--- config.mk ---
export PLATFORM = sky130hd
export DESIGN_NAME = wts_divider
export DESIGN_NICKNAME = d
export VERILOG_FILES = /design/src/wts_pkg.sv /design/src/wts_divider.sv
export SDC_FILE = /design/constraint.sdc
export NUM_CORES = 1
export LEC_CHECK = 0
export ABC_AREA = 1
export BUFFER_PORTS_ARGS = -buffer_cell sky130_fd_sc_hd__buf_2
export CORE_MARGIN = 2
export CORE_UTILIZATION = 45
export CTS_BUF_LIST = sky130_fd_sc_hd__clkbuf_4
export CTS_CLUSTER_SIZE = 25
export DETAILED_ROUTE_END_ITERATION = 12
export PLACE_DENSITY = 0.68
export SYNTH_ARGS = -nofsm -noshare
export SYNTH_HDL_FRONTEND = slang
export SYNTH_SLANG_ARGS = --single-unit
--- constraint.sdc ---
create_clock -name clock -period 9.09 [get_ports clock]
set_clock_uncertainty 0.15 [all_clocks]
set_input_delay 1.818 -clock clock [delete_from_list [all_inputs] [get_ports clock]]
set_output_delay 1.818 -clock clock [all_outputs]
set_load 0.005 [all_outputs]
--- src/wts_pkg.sv ---
`default_nettype none
// ----------------------------------------------------------------------------
// Windowed trend slope package
// Shared types, field widths and small helper functions for the per-pair
// sliding-window least-squares slope block.
// ----------------------------------------------------------------------------
package wts_pkg;

   localparam int NODE_W      = 3;
   localparam int SAMPLE_W    = 16;
   localparam int SLOPE_W     = 25;
   localparam int HELD_W      = 6;
   localparam int HIST_W      = 6;
   localparam int HIST_RESET  = 10;
   localparam int FRAC_BITS   = 8;
   localparam int MIN_SAMPLES = 2;

   typedef enum logic [3:0] {
      ST_IDLE,
      ST_META,
      ST_TRIM,
      ST_WALK,
      ST_DRAIN1,
      ST_DRAIN2,
      ST_PROD_A,
      ST_PROD_B,
      ST_PROD_C,
      ST_PROD_D,
      ST_PROD_E,
      ST_DIV_GO,
      ST_DIV_WAIT
   } state_type;

   typedef enum logic [2:0] {
      MUL_IY,
      MUL_N_SXY,
      MUL_SX_SY,
      MUL_N_SXX,
      MUL_SX_SX
   } mul_sel_type;

   typedef struct packed {
      logic        clear;
      logic        issue;
      mul_sel_type mul_sel;
      logic        cap_t;
      logic        cap_num;
      logic        cap_den;
   } dp_cmd_type;

   // Triangular base of a sorted pair: hi*(hi+1)/2.
   function automatic logic [5:0] pair_base(input logic [NODE_W-1:0] hi);
      logic [7:0] prod;
      prod = {1'b0, hi} * ({1'b0, hi} + 4'd1);
      return prod[6:1];
   endfunction

endpackage
`default_nettype wire

--- src/wts_divider.sv ---
`default_nettype none
// ----------------------------------------------------------------------------
// Slope divider
// Restoring divider, one quotient bit per cycle, giving the scaled quotient
// truncated toward zero and saturated to the slope range.
// ----------------------------------------------------------------------------
module wts_divider #(
   parameter int PROD_W = 40
) (
   input  logic                                clock,
   input  logic                                reset,
   input  logic                                start,
   input  logic signed [PROD_W:0]              num,
   input  logic [PROD_W-1:0]                   den,
   output logic                                done,
   output logic signed [wts_pkg::SLOPE_W-1:0]  slope
);

   localparam int QW     = wts_pkg::SLOPE_W;
   localparam int DW     = PROD_W + wts_pkg::FRAC_BITS;
   localparam int STEP_W = $clog2(QW);
   localparam logic [QW-1:0] POS_MAX = {1'b0, {(QW-1){1'b1}}};
   localparam logic [QW-1:0] NEG_MIN = {1'b1, {(QW-1){1'b0}}};

   logic [PROD_W:0]   neg_num;
   logic [PROD_W-1:0] mag;
   logic [DW-1:0]     dividend;
   logic [DW-QW-1:0]  dvd_hi;
   logic              over;
   logic [PROD_W:0]   trial;
   logic              fits;

   logic              run_ff;
   logic              done_ff;
   logic [STEP_W-1:0] step_ff;
   logic [PROD_W-1:0] rem_ff;
   logic [QW-1:0]     low_ff;
   logic [QW-1:0]     q_ff;
   logic              neg_ff;
   logic              over_ff;
   logic [QW-1:0]     slope_bits;

   assign neg_num  = -num;
   assign mag      = num[PROD_W] ? neg_num[PROD_W-1:0] : num[PROD_W-1:0];
   assign dividend = {mag, {wts_pkg::FRAC_BITS{1'b0}}};
   assign dvd_hi   = dividend[DW-1:QW];
   // The quotient needs more bits than the slope holds exactly when the
   // dividend's upper part already reaches the divisor.
   assign over     = PROD_W'(dvd_hi) >= den;
   assign trial    = {rem_ff, low_ff[QW-1]};
   assign fits     = trial >= {1'b0, den};

   always_ff @(posedge clock) begin
      if (reset) begin
         run_ff  <= 1'b0;
         done_ff <= 1'b0;
         step_ff <= '0;
      end else begin
         done_ff <= 1'b0;
         if (start) begin
            run_ff  <= 1'b1;
            step_ff <= '0;
         end else if (run_ff) begin
            step_ff <= step_ff + 1'b1;
            if (step_ff == STEP_W'(QW - 1)) begin
               run_ff  <= 1'b0;
               done_ff <= 1'b1;
            end
         end
      end
   end

   always_ff @(posedge clock) begin
      if (start) begin
         rem_ff  <= PROD_W'(dvd_hi);
         low_ff  <= dividend[QW-1:0];
         q_ff    <= '0;
         neg_ff  <= num[PROD_W];
         over_ff <= over;
      end else if (run_ff) begin
         rem_ff <= fits ? PROD_W'(trial - {1'b0, den}) : PROD_W'(trial);
         low_ff <= {low_ff[QW-2:0], 1'b0};
         q_ff   <= {q_ff[QW-2:0], fits};
      end
   end

   always_comb begin
      if (neg_ff) begin
         slope_bits = (over_ff || (q_ff > NEG_MIN)) ? NEG_MIN : (~q_ff + 1'b1);
      end else begin
         slope_bits = (over_ff || q_ff[QW-1]) ? POS_MAX : q_ff;
      end
   end

   assign done  = done_ff;
   assign slope = $signed(slope_bits);

endmodule
`default_nettype wire

==> flow_summary_export.csv <==
group,metric,value,unit
clock_network,htree_levels,3,
place,io_buffers,109,
pwr,ir_drop,0.0000595,V
clock_network,post_cts_buffers,0,
place,dp.cells,1993,
timing,fmax,201,MHz
pwr,pwr_density_cell,108,nW/um^2
floorplan,start_util,45.6,%
final_layout,nNetsFinal,1876,
yosys,async_flop_share,0,%
route,routedWlPerCell,14.7,microns
route,drc_errors,0,
global_route,grt_max_degree,58,
clock_network,clk_pin_slew,0.16,ns
yosys,syn_area,9880,sq um
clock_network,holdBufCountCts,0,
global_route,grt_util_all_layers,25.3,%
yosys,yosys.area_share.simple,39.9,%
clock_network,cts_buffers,9,
yosys,synth_compound_area_share,9.95,%
yosys,syn-num-nets,1788,
timing,timing.setup.tns,0,ns
final_layout,area_growth,8.92,%
place,gp_congestion,1.01,
pwr,cellLeakagePower,5.81,nW
floorplan,dieWidth,152,microns
route,drt_first_iter_violations,713,
floorplan,rows,54,
timing,rsz0062_at_grt,"no",
clock_network,clk_latency,0.51,ns
place,dpl.hpwl,23700,microns
setup_path,worstSetupStartpointType,"flip-flop",
clock_network,root_buffer,"clkbuf_4",
timing,hold_viol,0,
timing,finalSetupViolCount,0,
timing,maxSlewHeadroom,39.5,%
floorplan,die_h,152,microns
clock_network,clockBufferDepth,2,
yosys,synth_cell_types,50,
global_route,grt_pass1_vias,9691,
route,wl,29500,microns
clock_network,cts-resized-gates,0,
setup_path,end_kind,"output port",
worst_hold_path,hold_class,"flip-flop to flip-flop",
yosys,synth.ff_latch_count,91,
timing,period_needed,4.97,ns
yosys,yosysTopAreaCell,"nand2_1",
clock_network,clkSinkCount,91,
yosys,synth_ff_type,"dfxtp_1",
global_route,grt_overflow_total,0,
yosys,postSynthAreaPerCell,6.04,sq um
job,cap_violations,0,
yosys,synth_edf_count,42,
clock_network,tritoncts,"built",
timing,slew_viol_final,0,
final_layout,drive_gt1_share,9.66,%
yosys,synth_seq_area_share,22.7,%
floorplan,ioPinCount,110,
final_layout,fin_cells,2010,
route,vias,10300,
setup_path,critPathKind,"flip-flop to output port",
route,dr.pass1.iters,5,
yosys,synth_cells,1636,
timing,timing.final.crit_share,54.7,%
final_layout,final_common_cell,"nand2_1",
yosys,synth_mux_area_share,0,%
yosys,synth_top_area_share,19.9,%
global_route,antenna_found_initial,1,
yosys,yosysWarnings,0,
yosys,synth_top_family_by_area,"simple AND/OR/NAND/NOR gates",
yosys,synthTopCellsByArea,"nand2_1 (20%), edfxtp_1 (13%), inv_1 (11%)",
setup_path,cp_max_fo,20,
final_layout,mostFrequentLayoutCells,"nand2_1 (525), inv_1 (278), nor2_1 (159), nand3_1 (114), buf_2 (109)",
global_route,grt_pass1_wl,48500,microns
status,status,"finished, final reports clean",
yosys,synthAdderAreaFrac,8.69,%
route,vias_per_cell,5.14,
timing,tightest_slew,0.906,ns
setup_path,required,7.12,ns
floorplan,dieArea,23200,sq um
floorplan,coreArea,21700,sq um
route,final_antenna_net_count,0,
setup_path,crit_arrival,3.01,ns
yosys,synth_xor_area_share,6.20,%
-- power breakdown --
part           switching, mW  internal, mW  total [mW]
registers             0.0112         0.459       0.470
clock network          0.182        0.0665       0.248
logic                  0.283         0.156       0.439
total                  0.476         0.682        1.16
-- layer usage --
metal	routed length, microns	track usage, %
met5	0	0
met4	279	4.23
met3	1470	2.90
met2	13700	43.2
met1	14100	35.0
-- area by class of cell --
cell class / count / area [sq um]
antenna: 1 / 2.50
clock buffer: 9 / 67.6
clock inverter: 7 / 81.3
fill: 2314 / 10900
inverter: 281 / 1050
multi-input combinational: 1229 / 6390
sequential: 91 / 2240
tap: 280 / 350
timing repair buffer: 112 / 568
-- cell usage after synthesis (3+ instances only) --
library cell,count
edfxtp_1,42
o221ai_1,3
nand3b_1,32
buf_6,4
xnor2_1,30
o21ai_1,9
o21bai_1,5
buf_2,4
nand3_2,3
dfxtp_1,49
buf_4,3
nand2_2,8
clkbuf_1,21
inv_1,278
nand4_1,13
nand3_1,114
or2_2,3
nor2_1,159
nor2_2,13
o31ai_1,3
o211ai_1,4
a21oi_1,59
ha_1,67
nor3b_1,3
o21ai_0,63
nor4_1,6
nor3_1,19
xor2_1,40
o22ai_1,23
nand2_1,525
-- sequential cells by signal (all words and copies together), names as in the netlist --
| name | flops |
|---|---|
| done | 1 |
| low_ff | 17 |
| neg_ff | 1 |
| over_ff | 1 |
| q_ff | 25 |
| rem_ff | 40 |
| run_ff | 1 |
| step_ff | 5 |
-- per-stage QoR --
step | total power [mW] | util [%] | hold slack (ns) | setup slack, ns | cell area [sq um]
2_1_floorplan | 0.785 | - | 0.293 | 4.87 | 9880
3_3_place_gp | 0.910 | 48.9 | 0.312 | 4.29 | 10600
3_5_place_dp | 0.913 | 48.9 | 0.314 | 4.26 | 10600
4_1_cts | 1.17 | 49.6 | 0.336 | 4.06 | 10800
5_1_grt | 1.24 | 49.6 | 0.357 | 3.81 | 10800
6_report | 1.16 | 49.6 | 0.335 | 4.12 | 10800
-- cell families after synthesis --
kind of cell / after synthesis
compound gates: 178
xor+xnor: 70
fa+ha+maj: 68
buf+inv: 316
flops: 91
simple gates: 913
-- worst max-delay path: stages (launching register included) --
cell	delay, ns
dfxtp_1	0.35
inv_1	0.12
ha_1	0.21
nand2_1	0.11
nor3_2	0.27
nand2_1	0.12
o21ai_2	0.14
nand3_1	0.53
o31ai_1	0.49
buf_2	0.18
-- final timing paths --
kind                      startpoint  slack (ns)  depth (start not counted)                 endpoint
max reg2reg      rem_ff[7]$_DFFE_PP_        6.10                         15  rem_ff[30]$_SDFFE_PP0P_
max             q_ff[0]$_SDFFE_PP0P_        4.12                          9                slope[16]
min          rem_ff[23]$_SDFFE_PP0P_        0.33                          2  rem_ff[23]$_SDFFE_PP0P_
min reg2reg  rem_ff[23]$_SDFFE_PP0P_        0.33                          2  rem_ff[23]$_SDFFE_PP0P_
Note: power is estimated with default switching activity, not from simulation.
