**config.mk**
```make
export PLATFORM = sky130hd
export DESIGN_NAME = wts_datapath
export DESIGN_NICKNAME = d
export VERILOG_FILES = /design/src/wts_pkg.sv /design/src/wts_datapath.sv
export SDC_FILE = /design/constraint.sdc
export NUM_CORES = 1
export LEC_CHECK = 0
export BUFFER_PORTS_ARGS = -buffer_cell sky130_fd_sc_hd__buf_2
export CAP_MARGIN = 20
export CORE_UTILIZATION = 45
export CTS_CLUSTER_DIAMETER = 120
export DETAILED_ROUTE_END_ITERATION = 10
export PLACE_DENSITY = 0.58
export SYNTH_ARGS = -nofsm -noshare
export SYNTH_HDL_FRONTEND = slang
export SYNTH_SLANG_ARGS = --single-unit
export TNS_END_PERCENT = 1
```
**constraint.sdc**
```tcl
create_clock -name clock -period 8.1 [get_ports clock]
set_input_delay 0.81 -clock clock [delete_from_list [all_inputs] [get_ports clock]]
set_output_delay 0.81 -clock clock [all_outputs]
set_load 0.1 [all_outputs]
```
**src/wts_pkg.sv**
```systemverilog
`default_nettype none
// ----------------------------------------------------------------------------
// Windowed trend slope package
// Shared types, field widths and small helper functions for the per-pair
// sliding-window least-squares slope block.
// ----------------------------------------------------------------------------
package wts_pkg;

   localparam int NODE_W      = 3;
   localparam int SAMPLE_W    = 16;
   localparam int SLOPE_W     = 25;
   localparam int HELD_W      = 6;
   localparam int HIST_W      = 6;
   localparam int HIST_RESET  = 10;
   localparam int FRAC_BITS   = 8;
   localparam int MIN_SAMPLES = 2;

   typedef enum logic [3:0] {
      ST_IDLE,
      ST_META,
      ST_TRIM,
      ST_WALK,
      ST_DRAIN1,
      ST_DRAIN2,
      ST_PROD_A,
      ST_PROD_B,
      ST_PROD_C,
      ST_PROD_D,
      ST_PROD_E,
      ST_DIV_GO,
      ST_DIV_WAIT
   } state_type;

   typedef enum logic [2:0] {
      MUL_IY,
      MUL_N_SXY,
      MUL_SX_SY,
      MUL_N_SXX,
      MUL_SX_SX
   } mul_sel_type;

   typedef struct packed {
      logic        clear;
      logic        issue;
      mul_sel_type mul_sel;
      logic        cap_t;
      logic        cap_num;
      logic        cap_den;
   } dp_cmd_type;

   // Triangular base of a sorted pair: hi*(hi+1)/2.
   function automatic logic [5:0] pair_base(input logic [NODE_W-1:0] hi);
      logic [7:0] prod;
      prod = {1'b0, hi} * ({1'b0, hi} + 4'd1);
      return prod[6:1];
   endfunction

endpackage
`default_nettype wire

```
**src/wts_datapath.sv**
```systemverilog
`default_nettype none
// ----------------------------------------------------------------------------
// Sum and product datapath
// Accumulates the window sums as samples stream out of memory, then forms
// numerator and denominator through one shared, registered multiplier.
// ----------------------------------------------------------------------------
module wts_datapath #(
   parameter int WINDOW_MAX = 32
) (
   input  logic                                      clock,
   input  logic                                      reset,
   input  wts_pkg::dp_cmd_type                       cmd,
   input  logic [$clog2(WINDOW_MAX)-1:0]             walk_index,
   input  logic [$clog2(WINDOW_MAX+1)-1:0]           count,
   input  logic [wts_pkg::SAMPLE_W-1:0]              rd_data,
   output logic signed [wts_pkg::SAMPLE_W+4*$clog2(WINDOW_MAX+1):0] num,
   output logic [wts_pkg::SAMPLE_W+4*$clog2(WINDOW_MAX+1)-1:0]      den
);

   localparam int CW     = $clog2(WINDOW_MAX + 1);
   localparam int IW     = $clog2(WINDOW_MAX);
   localparam int AW     = wts_pkg::SAMPLE_W + 2 * CW;
   localparam int BW     = 2 * CW;
   localparam int PROD_W = AW + BW;
   localparam int SYW    = wts_pkg::SAMPLE_W + CW;
   localparam int SXXW   = 3 * CW;

   logic                     rd_v_ff;
   logic                     prod_v_ff;
   logic [IW-1:0]            idx_ff;
   logic [AW-1:0]            op_a;
   logic [BW-1:0]            op_b;
   logic [PROD_W-1:0]        prod;
   logic [PROD_W-1:0]        prod_ff;
   logic [BW-1:0]            sx_ff;
   logic [BW-1:0]            sq_ff;
   logic [SXXW-1:0]          sxx_ff;
   logic [SYW-1:0]           sy_ff;
   logic [AW-1:0]            sxy_ff;
   logic [PROD_W-1:0]        t_ff;
   logic signed [PROD_W:0]   num_ff;
   logic [PROD_W-1:0]        den_ff;

   always_comb begin
      op_a = '0;
      op_b = '0;
      unique case (cmd.mul_sel)
         wts_pkg::MUL_IY: begin
            op_a = AW'(rd_data);
            op_b = BW'(idx_ff);
         end
         wts_pkg::MUL_N_SXY: begin
            op_a = sxy_ff;
            op_b = BW'(count);
         end
         wts_pkg::MUL_SX_SY: begin
            op_a = AW'(sy_ff);
            op_b = sx_ff;
         end
         wts_pkg::MUL_N_SXX: begin
            op_a = AW'(sxx_ff);
            op_b = BW'(count);
         end
         wts_pkg::MUL_SX_SX: begin
            op_a = AW'(sx_ff);
            op_b = sx_ff;
         end
         default: begin
            op_a = '0;
            op_b = '0;
         end
      endcase
   end

   assign prod = op_a * op_b;

   always_ff @(posedge clock) begin
      if (reset) begin
         rd_v_ff   <= 1'b0;
         prod_v_ff <= 1'b0;
      end else begin
         rd_v_ff   <= cmd.issue;
         prod_v_ff <= rd_v_ff;
      end
   end

   always_ff @(posedge clock) begin
      idx_ff  <= walk_index;
      prod_ff <= prod;
      if (cmd.clear) begin
         sx_ff  <= '0;
         sq_ff  <= '0;
         sxx_ff <= '0;
         sy_ff  <= '0;
         sxy_ff <= '0;
      end else begin
         // The square of the index is kept incrementally: (j+1)^2 = j^2 + 2j + 1.
         if (rd_v_ff) begin
            sx_ff  <= sx_ff + BW'(idx_ff);
            sq_ff  <= sq_ff + BW'({idx_ff, 1'b1});
            sxx_ff <= sxx_ff + SXXW'(sq_ff);
            sy_ff  <= sy_ff + SYW'(rd_data);
         end
         if (prod_v_ff) begin
            sxy_ff <= sxy_ff + AW'(prod_ff);
         end
      end
      if (cmd.cap_t) begin
         t_ff <= prod_ff;
      end
      if (cmd.cap_num) begin
         num_ff <= $signed({1'b0, t_ff}) - $signed({1'b0, prod_ff});
      end
      if (cmd.cap_den) begin
         den_ff <= t_ff - prod_ff;
      end
   end

   assign num = num_ff;
   assign den = den_ff;

endmodule
`default_nettype wire

```
==> results of run 1 <==
-- where the power goes --
group	switching (mW)	total, mW	internal [mW]
Sequential	0.0759	1.72	1.64
Combinational	1.57	2.14	0.577
Clock	0.562	1.42	0.855
-- placed cells by master, fill, tap and decap left out, drive strengths merged, types with 56 or more instances in the layout --
cell type	n
nor2	162
dfxtp	139
xnor2	92
inv	404
edfxtp	121
o21ai	84
and2	56
ha	183
nand2	296
fa	266
buf	184
a21o	68
mux2i	58
a21oi	157
-- path summary, 6_finish.rpt --
path | from | endpoint | slack (ps)
min | walk_index[0] | idx_ff[0]$_DFF_P_ | 330
max | cmd[5] | prod_ff[32]$_DFF_P_ | 770
max reg2reg | sxy_ff[15]$_SDFFE_PP0P_ | prod_ff[32]$_DFF_P_ | 1010
min reg2reg | prod_ff[32]$_DFF_P_ | t_ff[32]$_DFFE_PP_ | 430
-- worst max-delay path, stage by stage --
cell      delay [ps]
buf_2            260
buf_4            290
nor2b_1          570
a21oi_1          150
o22ai_1          190
buf_4            250
nor2b_1          180
fa_1             480
fa_1             530
fa_1             540
fa_1             550
inv_1             60
fa_1             540
inv_1             50
ha_1             300
nand4_1          160
nor2_1           270
o311ai_1         200
a211oi_1         390
nor4_1           110
buf_4            150
o31ai_1          400
nand3_1          130
nand2_1          100
xnor2_1          140
-- final cells by class --
cell class	instances	area, um2
fill	4932	25800
multi-input combinational	1862	15800
sequential	260	6420
inverter	398	1490
timing repair buffer	184	1110
clock buffer	40	903
tap	688	861
clock inverter	16	163
antenna	2	5.00
-- state kept, by name, indices dropped and copies added, names as in the netlist --
signal,flops
num,41
sxx_ff,18
sxy_ff,28
sx_ff,12
prod_v_ff,1
sy_ff,22
prod_ff,40
idx_ff,5
sq_ff,12
den,40
t_ff,40
rd_v_ff,1
-- per-stage QoR --
step	setup slack, ps	hold WS, ps
after global routing	264	319
after detailed placement	263	418
after floorplan	800	408
final	775	331
after CTS	867	310
after global placement	345	416
-- metal layers --
| metal | global-route usage [%] | wire length [um] | up-vias |
|---|---|---|---|
| met5 | 0 | 0 | - |
| met2 | 38.7 | 28400 | 497 |
| li1 | - | - | 8777 |
| met4 | 7.11 | 1650 | 0 |
| met1 | 32.7 | 28600 | 8926 |
| met3 | 3.73 | 3830 | 106 |
-- kinds of logic after synthesis --
logic type,count (synthesis),synth area share (%)
AO/OA/AOI/OAI,456,12.1
multiplexers,64,2.89
buffers and inverters,495,7.76
other,2,0.0313
flip-flops,260,26.8
adder cells (fa/ha/maj),449,31.8
XOR/XNOR,127,4.64
AND/OR/NAND/NOR,730,14.0
==> flow_metrics.env, run 1 <==
export IMPL_grt_max_degree=74
export IMPL_h_tree_depth=1
export IMPL_rsz0062_at_grt="false"
export IMPL_io_pins=118
export IMPL_worst_pin_slew_ps=1150
export IMPL_areaGrowthSynthToFinish_pct=11.8
export IMPL_finalCriticalPeriod_ps=7330
export IMPL_hp_class="input port to register"
export IMPL_yosys_warnings=0
export IMPL_crit_path_start_kind="input port"
export IMPL_firstDrtPassIters=5
export IMPL_synthTopCellsByArea="fa_1 (22%), edfxtp_1 (15%), dfxtp_1 (12%), ha_1 (9.6%), inv_1 (6.2%)"
export IMPL_finalCritPeriodShare_pct=90.4
export IMPL_p_leak_nw=12.6
export IMPL_cts_tree="done"
export IMPL_hold_violations=0
export IMPL_cts_resized=0
export IMPL_reg2reg_depth=22
export IMPL_cp_max_fo=17
export IMPL_finalNonFillerCells=3450
export IMPL_wl_per_cell_um=18.1
export IMPL_antenna_found_initial=1
export IMPL_core_mm2=0.0526
export IMPL_rows=84
export IMPL_die_w_um=233
export IMPL_synth_area_mm2=0.0240
export IMPL_synthArstFlopShare_pct=0
export IMPL_synth_edff_count=121
export IMPL_synth_top_area_share_pct=22.2
export IMPL_path_class="input port to register"
export IMPL_die_h_um=233
export IMPL_fin_area_mm2=0.0268
export IMPL_min_path_cells=1
export IMPL_postPlaceCellArea_mm2=0.0257
export IMPL_clock_fmax_ghz=0.137
export IMPL_cts_root_buf="clkbuf_16"
export IMPL_dp_hpwl_mm=50.2
export IMPL_tns_ps=0
export IMPL_clk_insertion_delay_late_ps=580
export IMPL_die_area_mm2=0.0542
export IMPL_place_inst=3392
export IMPL_vias=18300
export IMPL_finClkSkew_ps=32.6
export IMPL_finalMaxSlewViolations=0
export IMPL_setup_violations=0
export IMPL_synth_seq_cells=260
export IMPL_hold_buffers=0
export IMPL_drive_gt1_share_pct=9.64
export IMPL_gp_congestion=0.911
export IMPL_power_per_cell_area_mw_per_mm2=197
export IMPL_numCtsBuffers=30
export IMPL_crit_path_end_kind="register"
export IMPL_yosysTopAreaCell="fa_1"
export IMPL_synth_most_common_cell="inv_1"
export IMPL_drt_total_wl_mm=62.4
export IMPL_drc=0
export IMPL_synth_ff_type="dfxtp_1"
export IMPL_cts_sinks=260
export IMPL_ys_seq_area_share_pct=26.8
export IMPL_max_slew_margin_pct=23.4
export IMPL_status="complete, no violations"
export IMPL_vdd_ir_drop_max_mv=0.275
export IMPL_postSynthAreaPerCell_um2=9.28
export IMPL_track_usage_pct=23.8
export IMPL_grt_pass1_wl_mm=101
export IMPL_initial_core_util_pct=45.6
export IMPL_synthTopCellsByCount="inv_1 (398), nand2_1 (296), fa_1 (266)"
export IMPL_antenna_left=0
export IMPL_final_util_pct=51.0
export IMPL_ys_types=69
export IMPL_post_cts_buffers=0
export IMPL_cp_arrival_ps=7800
export IMPL_grt_pass1_vias=18800
export IMPL_cts_buffer_depth=3
export IMPL_total_power_mw=5.28
export IMPL_overflow=0
export IMPL_drtIter0Drc=1160
export IMPL_portBuffers=117
export IMPL_viasPerCell=5.31
export IMPL_netlist_instances=2583
export IMPL_path_clk_slew_ps=60
export IMPL_crit_required_ps=8570
export IMPL_layout_nets=3222
export IMPL_cap_violations=0
No activity file was read; power rests on OpenSTA's default activity.
==> inputs of run 2 (changes only) <==
Settings changed: CELL_PAD_IN_SITES_DETAIL_PLACEMENT from default to 0, CELL_PAD_IN_SITES_GLOBAL_PLACEMENT from default to 1, CORE_ASPECT_RATIO from default to 1.4, PLACE_DENSITY 0.58 to 0.72, SLEW_MARGIN from default to 40.
==> run 2 against run 1 <==
Clock-buffer cell count down 13; critical path depth rose by 1; setup slack improved by 330 ps; clock skew grew 4.4 ps; fmax rose by 4.7%; non-clock buffer count grew 7; core utilization about the same.
==> flow_metrics.env, run 2 (synthesis gave the netlist of run 1 again) <==
export IMPL_status="complete, no violations"
export IMPL_post_cts_buffers=0
export IMPL_antenna_left=0
export IMPL_dp_hpwl_mm=49.9
export IMPL_r2r_start="sx_ff[5]$_SDFFE_PP0P_"
export IMPL_postPlaceCellArea_mm2=0.0258
export IMPL_num_antenna_cells=0
export IMPL_grt_max_degree=53
export IMPL_firstDrtPassIters=5
export IMPL_cts_resized=0
export IMPL_crit_start="cmd[4]"
export IMPL_cts_sinks=260
export IMPL_crit_path_start_kind="input port"
export IMPL_drt_total_wl_mm=61.3
export IMPL_track_usage_pct=23.1
export IMPL_mostFrequentLayoutCell="inv_1"
export IMPL_cts_buffer_depth=3
export IMPL_die_area_mm2=0.0542
export IMPL_finalNonFillerCells=3463
export IMPL_io_pins=118
export IMPL_max_slew_margin_pct=47.4
export IMPL_areaGrowthSynthToFinish_pct=11.4
export IMPL_antenna_found_initial=2
export IMPL_cts_tree="done"
export IMPL_rsz0062_at_grt="false"
export IMPL_gp_congestion=0.883
export IMPL_initial_core_util_pct=45.7
export IMPL_clock_fmax_ghz=0.143
export IMPL_total_power_mw=5.09
export IMPL_clk_insertion_delay_late_ps=570
export IMPL_wl_met3_mm=2.45
export IMPL_wl_per_cell_um=17.7
export IMPL_min_path_cells=1
export IMPL_finalCriticalPeriod_ps=7000
export IMPL_crit_path_end_kind="register"
export IMPL_h_tree_depth=1
export IMPL_cts_root_buf="clkbuf_16"
export IMPL_hp_class="input port to register"
export IMPL_grt_pass1_wl_mm=98.7
export IMPL_r2r_end="prod_ff[32]$_DFF_P_"
export IMPL_core_mm2=0.0524
export IMPL_largest_reg_flops=41
export IMPL_layout_nets=3224
export IMPL_routed_top_layer="met5"
export IMPL_holdWs_ps=336
export IMPL_hold_violations=0
export IMPL_worst_hold_path_endpoint="idx_ff[1]$_DFF_P_"
export IMPL_drc=0
export IMPL_cap_violations=0
export IMPL_holdCritStartpoint="walk_index[1]"
export IMPL_numCtsBuffers=25
export IMPL_portBuffers=117
export IMPL_cp_arrival_ps=7470
export IMPL_power_per_cell_area_mw_per_mm2=191
export IMPL_viasPerCell=5.26
export IMPL_place_inst=3418
export IMPL_hold_buffers=0
export IMPL_drtIter0Drc=944
export IMPL_cp_max_fo=16
export IMPL_drive_gt1_share_pct=9.40
export IMPL_m1WireLength_mm=26.8
export IMPL_tns_ps=0
export IMPL_grt_pass1_vias=18600
export IMPL_overflow=0
export IMPL_die_w_um=197
export IMPL_vias=18200
export IMPL_vdd_ir_drop_max_mv=0.261
export IMPL_reg2reg_depth=23
export IMPL_die_h_um=275
export IMPL_rows=99
export IMPL_finalMaxSlewViolations=0
export IMPL_finalCritPeriodShare_pct=86.4
export IMPL_path_clk_slew_ps=60
export IMPL_mostFrequentLayoutCells="inv_1 (397), nand2_1 (296), fa_1 (266), ha_1 (183), nor2_1 (162)"
export IMPL_setup_violations=0
export IMPL_worst_pin_slew_ps=786
export IMPL_crit_required_ps=8570
export IMPL_wl_met2_mm=30.3
export IMPL_rrSetupSlack_ps=1540
export IMPL_path_class="input port to register"
export IMPL_fin_area_mm2=0.0267
export IMPL_finClkSkew_ps=37.0
export IMPL_p_leak_nw=12.6
==> run 2: cell types whose count changed in the layout (fill, tap and decap cells not counted), sizes merged <==
cell and change:
buf +7, clkinvlp +4, diode -2, inv -3, clkbuf -13, clkinv -1, bufinv +2
==> run 2: how the worst max path moves through the flow <==
stage / endpoint / slack (ps) / cells after the start
3_3_place_gp: prod_ff[32]$_DFF_P_ / 590 / 26
4_1_cts: prod_ff[32]$_DFF_P_ / 1050 / 26
6_report: prod_ff[32]$_DFF_P_ / 1100 / 26
2_1_floorplan: prod_ff[31]$_DFF_P_ / 800 / 25
3_5_place_dp: prod_ff[32]$_DFF_P_ / 510 / 26
5_1_grt: prod_ff[32]$_DFF_P_ / 630 / 26
==> run 2: routing by layer <==
| metal | GRT usage, % | up-vias |
|---|---|---|
| met5 | 0 | - |
| met1 | 30.0 | 8958 |
| li1 | - | 8753 |
| met4 | 6.71 | 4 |
| met2 | 41.2 | 421 |
| met3 | 1.59 | 96 |
==> run 2: worst max-delay path, cell delays in order <==
cell	delay, ps
buf_2	270
buf_4	250
nor2b_1	200
o21ai_0	100
nand2_1	100
and2_1	460
buf_4	230
nand2_1	70
fa_1	440
fa_1	360
inv_1	90
fa_1	410
fa_1	490
inv_1	50
fa_1	530
inv_1	40
ha_1	320
and2_1	180
a21boi_0	520
o311ai_1	200
a211oi_1	410
nor4_1	160
o31ai_1	450
nand3_1	120
nand2_1	90
xnor2_1	100
==> run 2: cell type report <==
class,instances,area [um2]
clock buffer,27,643
multi-input combinational,1862,15800
sequential,260,6420
inverter,398,1490
clock inverter,18,228
fill,4933,25700
tap,707,885
timing repair buffer,191,1200
==> run 2: power by group <==
group	total (mW)	internal (mW)	switching (mW)	leakage, nW
Clock	1.24	0.711	0.534	0.409
Sequential	1.72	1.64	0.0757	2.34
Combinational	2.13	0.582	1.55	9.82
==> run 2: metrics by stage <==
stage	utilization, %	setup slack, ps
after floorplan	-	800
after global placement	49.2	588
after detailed placement	49.3	510
after CTS	51.0	1050
after global routing	51.0	631
final	51.0	1100
==> inputs of run 3 (changes only) <==
Settings changed: ABC_AREA from default to 1, CORE_UTILIZATION 45 to 48, PLACE_DENSITY 0.72 to 0.79, REMOVE_ABC_BUFFERS from default to 1.
==> run 3 against run 2 <==
Setup slack better by 170 ps; critical path type unchanged; critical endpoint is now prod_ff[20]$_DFF_P_; combinational power grew 28%; final cell count rose by 28%; hold slack worse by 43 ps; via count grew 27%; synthesized cell count rose by 37%.
==> flow_metrics.env, run 3 <==
export IMPL_final_util_pct=53.3
export IMPL_synth_fa_ha_area_share_pct=28.9
export IMPL_ys_seq_area_share_pct=24.4
export IMPL_synth_ff_type="dfxtp_1"
export IMPL_numCtsBuffers=29
export IMPL_setup_violations=0
export IMPL_initial_core_util_pct=48.6
export IMPL_crit_family="adder cells"
export IMPL_status="complete, no violations"
export IMPL_overflow=0
export IMPL_h_tree_depth=1
export IMPL_portBuffers=117
export IMPL_rsz0062_at_grt="false"
export IMPL_vias=23200
export IMPL_holdWs_ps=293
export IMPL_drtIter0Drc=1266
export IMPL_slowest_delay_ps=680
export IMPL_synthTopCellsByCount="nand2_1 (919), inv_1 (740), nor2_1 (308)"
export IMPL_largest_reg_flops=41
export IMPL_cts_sinks=260
export IMPL_path_clk_slew_ps=60
export IMPL_synth_top_area_share_pct=20.2
export IMPL_io_pins=118
export IMPL_cts_buffer_depth=3
export IMPL_power_per_cell_area_mw_per_mm2=207
export IMPL_synth_area_mm2=0.0263
export IMPL_grt_max_degree=62
export IMPL_path_buf_inv=6
export IMPL_hp_class="input port to register"
export IMPL_crit_slowest_cell="o21ai_0"
export IMPL_rows=101
export IMPL_track_usage_pct=30.7
export IMPL_yosys_warnings=0
export IMPL_antenna_left=0
export IMPL_max_slew_margin_pct=43.1
export IMPL_drc=0
export IMPL_drt_total_wl_mm=83.3
export IMPL_netlist_instances=3533
export IMPL_die_h_um=279
export IMPL_worst_pin_slew_ps=854
export IMPL_clk_insertion_delay_late_ps=620
export IMPL_yosysTopAreaCell="fa_1"
export IMPL_post_cts_buffers=0
export IMPL_tns_ps=0
export IMPL_fin_area_mm2=0.0289
export IMPL_synth_simple_gate_area_share_pct=22.7
export IMPL_hold_violations=0
export IMPL_vdd_ir_drop_max_mv=0.200
export IMPL_synthArstFlopShare_pct=0
export IMPL_path_class="input port to register"
export IMPL_core_mm2=0.0542
export IMPL_firstDrtPassIters=5
export IMPL_postSynthAreaPerCell_um2=7.45
export IMPL_gp_congestion=0.969
export IMPL_synth_most_common_cell="nand2_1"
export IMPL_finalNonFillerCells=4420
export IMPL_die_w_um=200
export IMPL_synth_edff_count=121
export IMPL_layout_nets=4161
export IMPL_cts_root_buf="clkbuf_16"
export IMPL_synthMuxAreaShare_pct=0
export IMPL_crit_required_ps=8550
export IMPL_antenna_found_initial=1
export IMPL_hold_buffers=0
export IMPL_synthTopCellsByArea="fa_1 (20%), edfxtp_1 (14%), nand2_1 (13%), dfxtp_1 (11%), inv_1 (11%)"
export IMPL_mostFrequentLayoutCell="nand2_1"
export IMPL_synth_compound_area_share_pct=9.36
export IMPL_crit_path_start_kind="input port"
export IMPL_finClkSkew_ps=38.5
export IMPL_mostFrequentLayoutCells="nand2_1 (919), inv_1 (738), nor2_1 (308), fa_1 (266), a21oi_1 (238)"
export IMPL_postPlaceCellArea_mm2=0.0278
export IMPL_dp_hpwl_mm=70.2
export IMPL_cp_arrival_ps=7280
export IMPL_synth_top_family_by_area="adder cells"
export IMPL_die_area_mm2=0.0558
export IMPL_clock_fmax_ghz=0.147
export IMPL_grt_pass1_wl_mm=129
export IMPL_wl_per_cell_um=18.8
export IMPL_areaGrowthSynthToFinish_pct=9.80
export IMPL_total_power_mw=5.98
export IMPL_finalMaxSlewViolations=0
export IMPL_synthXorXnorAreaFrac_pct=2.53
export IMPL_drive_gt1_share_pct=6.95
export IMPL_grt_pass1_vias=23700
export IMPL_dpl_worst_slack_ps=747
export IMPL_viasPerCell=5.24
export IMPL_cp_max_fo=26
export IMPL_synth_seq_cells=260
export IMPL_ys_types=54
export IMPL_cts_tree="done"
export IMPL_cp_cell_sequence="buf_2 > inv_2 > nor2_4 > nand2_4 > o22ai_1 > a21oi_1 > and2_1 > inv_2 > nand2_1 > fa_1 > fa_1 > inv_1 > fa_1 > fa_1 > inv_1 > fa_1 > inv_1 > ha_1 > nand2_1 > nor2_1 > nand2_1 > o21ai_0 > xor2_1"
export IMPL_cts_resized=0
export IMPL_p_leak_nw=14.8
export IMPL_crit_path_end_kind="register"
export IMPL_setup_ws_ps=1280
export IMPL_cpMostUsedCell="fa_1"
export IMPL_finalCriticalPeriod_ps=6820
export IMPL_place_inst=4364
export IMPL_finalCritPeriodShare_pct=84.3
export IMPL_cap_violations=0
[run 3: cell types whose count changed after synthesis, moves of 30 or more]
cell | before | now
a21oi_1 | 157 | 238
xnor2_1 | 92 | 22
nand2_1 | 296 | 919
clkbuf_1 | 90 | 21
o21ai_0 | 76 | 131
a21o_1 | 68 | 11
and2_1 | 52 | 4
and3_1 | 32 | 2
nor2b_1 | 52 | 0
nor2_1 | 162 | 308
nand3_1 | 35 | 154
mux2i_1 | 58 | 0
inv_1 | 398 | 740
inv_2 | 0 | 33
[run 3: final timing paths]
path / from / cells past startpoint / slack [ps] / end
min: walk_index[0] / 1 / 290 / idx_ff[0]$_DFF_P_
min reg2reg: prod_ff[35]$_DFF_P_ / 0 / 430 / t_ff[35]$_DFFE_PP_
max: cmd[3] / 23 / 1280 / prod_ff[20]$_DFF_P_
max reg2reg: sxy_ff[10]$_SDFFE_PP0P_ / 19 / 1680 / prod_ff[20]$_DFF_P_
[run 3: cell type report]
type | instances | area, um2
clock buffer | 33 | 741
tap | 721 | 902
fill | 5390 | 25300
timing repair buffer | 136 | 766
clock inverter | 21 | 329
inverter | 775 | 2910
multi-input combinational | 2473 | 16800
sequential | 260 | 6420
antenna | 1 | 2.50
[run 3: worst register-to-register path: stages (launching register included)]
cell     delay [ps]
dfxtp_1         320
inv_1           190
o22ai_1         120
nor2_1          530
inv_2           210
nand2_1         190
fa_1            420
inv_1            80
fa_1            470
fa_1            530
fa_1            550
inv_1            60
fa_1            530
inv_1            80
ha_1            380
nand2_1         110
nor2_1          350
nand2_1         100
o21ai_0         680
xor2_1          390
[run 3: cell families (layout without fill, tap and decap cells)]
group                      count (synthesis)  in the layout
AOI/OAI and AO/OA                        448            448
xor gates and xnor gates                  76             76
adders and majority gates                449            449
buffers and inverters                    834            965
DFF                                      260            260
other                                      2             37
and+or+nand+nor                         1464           1464
[run 3: metal layers]
| layer | share of wire, % | vias to the layer above | global-route usage, % |
|---|---|---|---|
| met2 | 52 | 695 | 57.4 |
| met4 | 6.1 | 0 | 16.7 |
| met3 | 4.6 | 226 | 3.60 |
| li1 | - | 11200 | - |
| met5 | 0 | - | 0 |
| met1 | 37 | 11100 | 32.9 |
[run 3: power breakdown]
part / switching [mW] / internal, mW
Combinational: 2.08 / 0.639
Clock: 0.592 / 0.892
Sequential: 0.0981 / 1.68
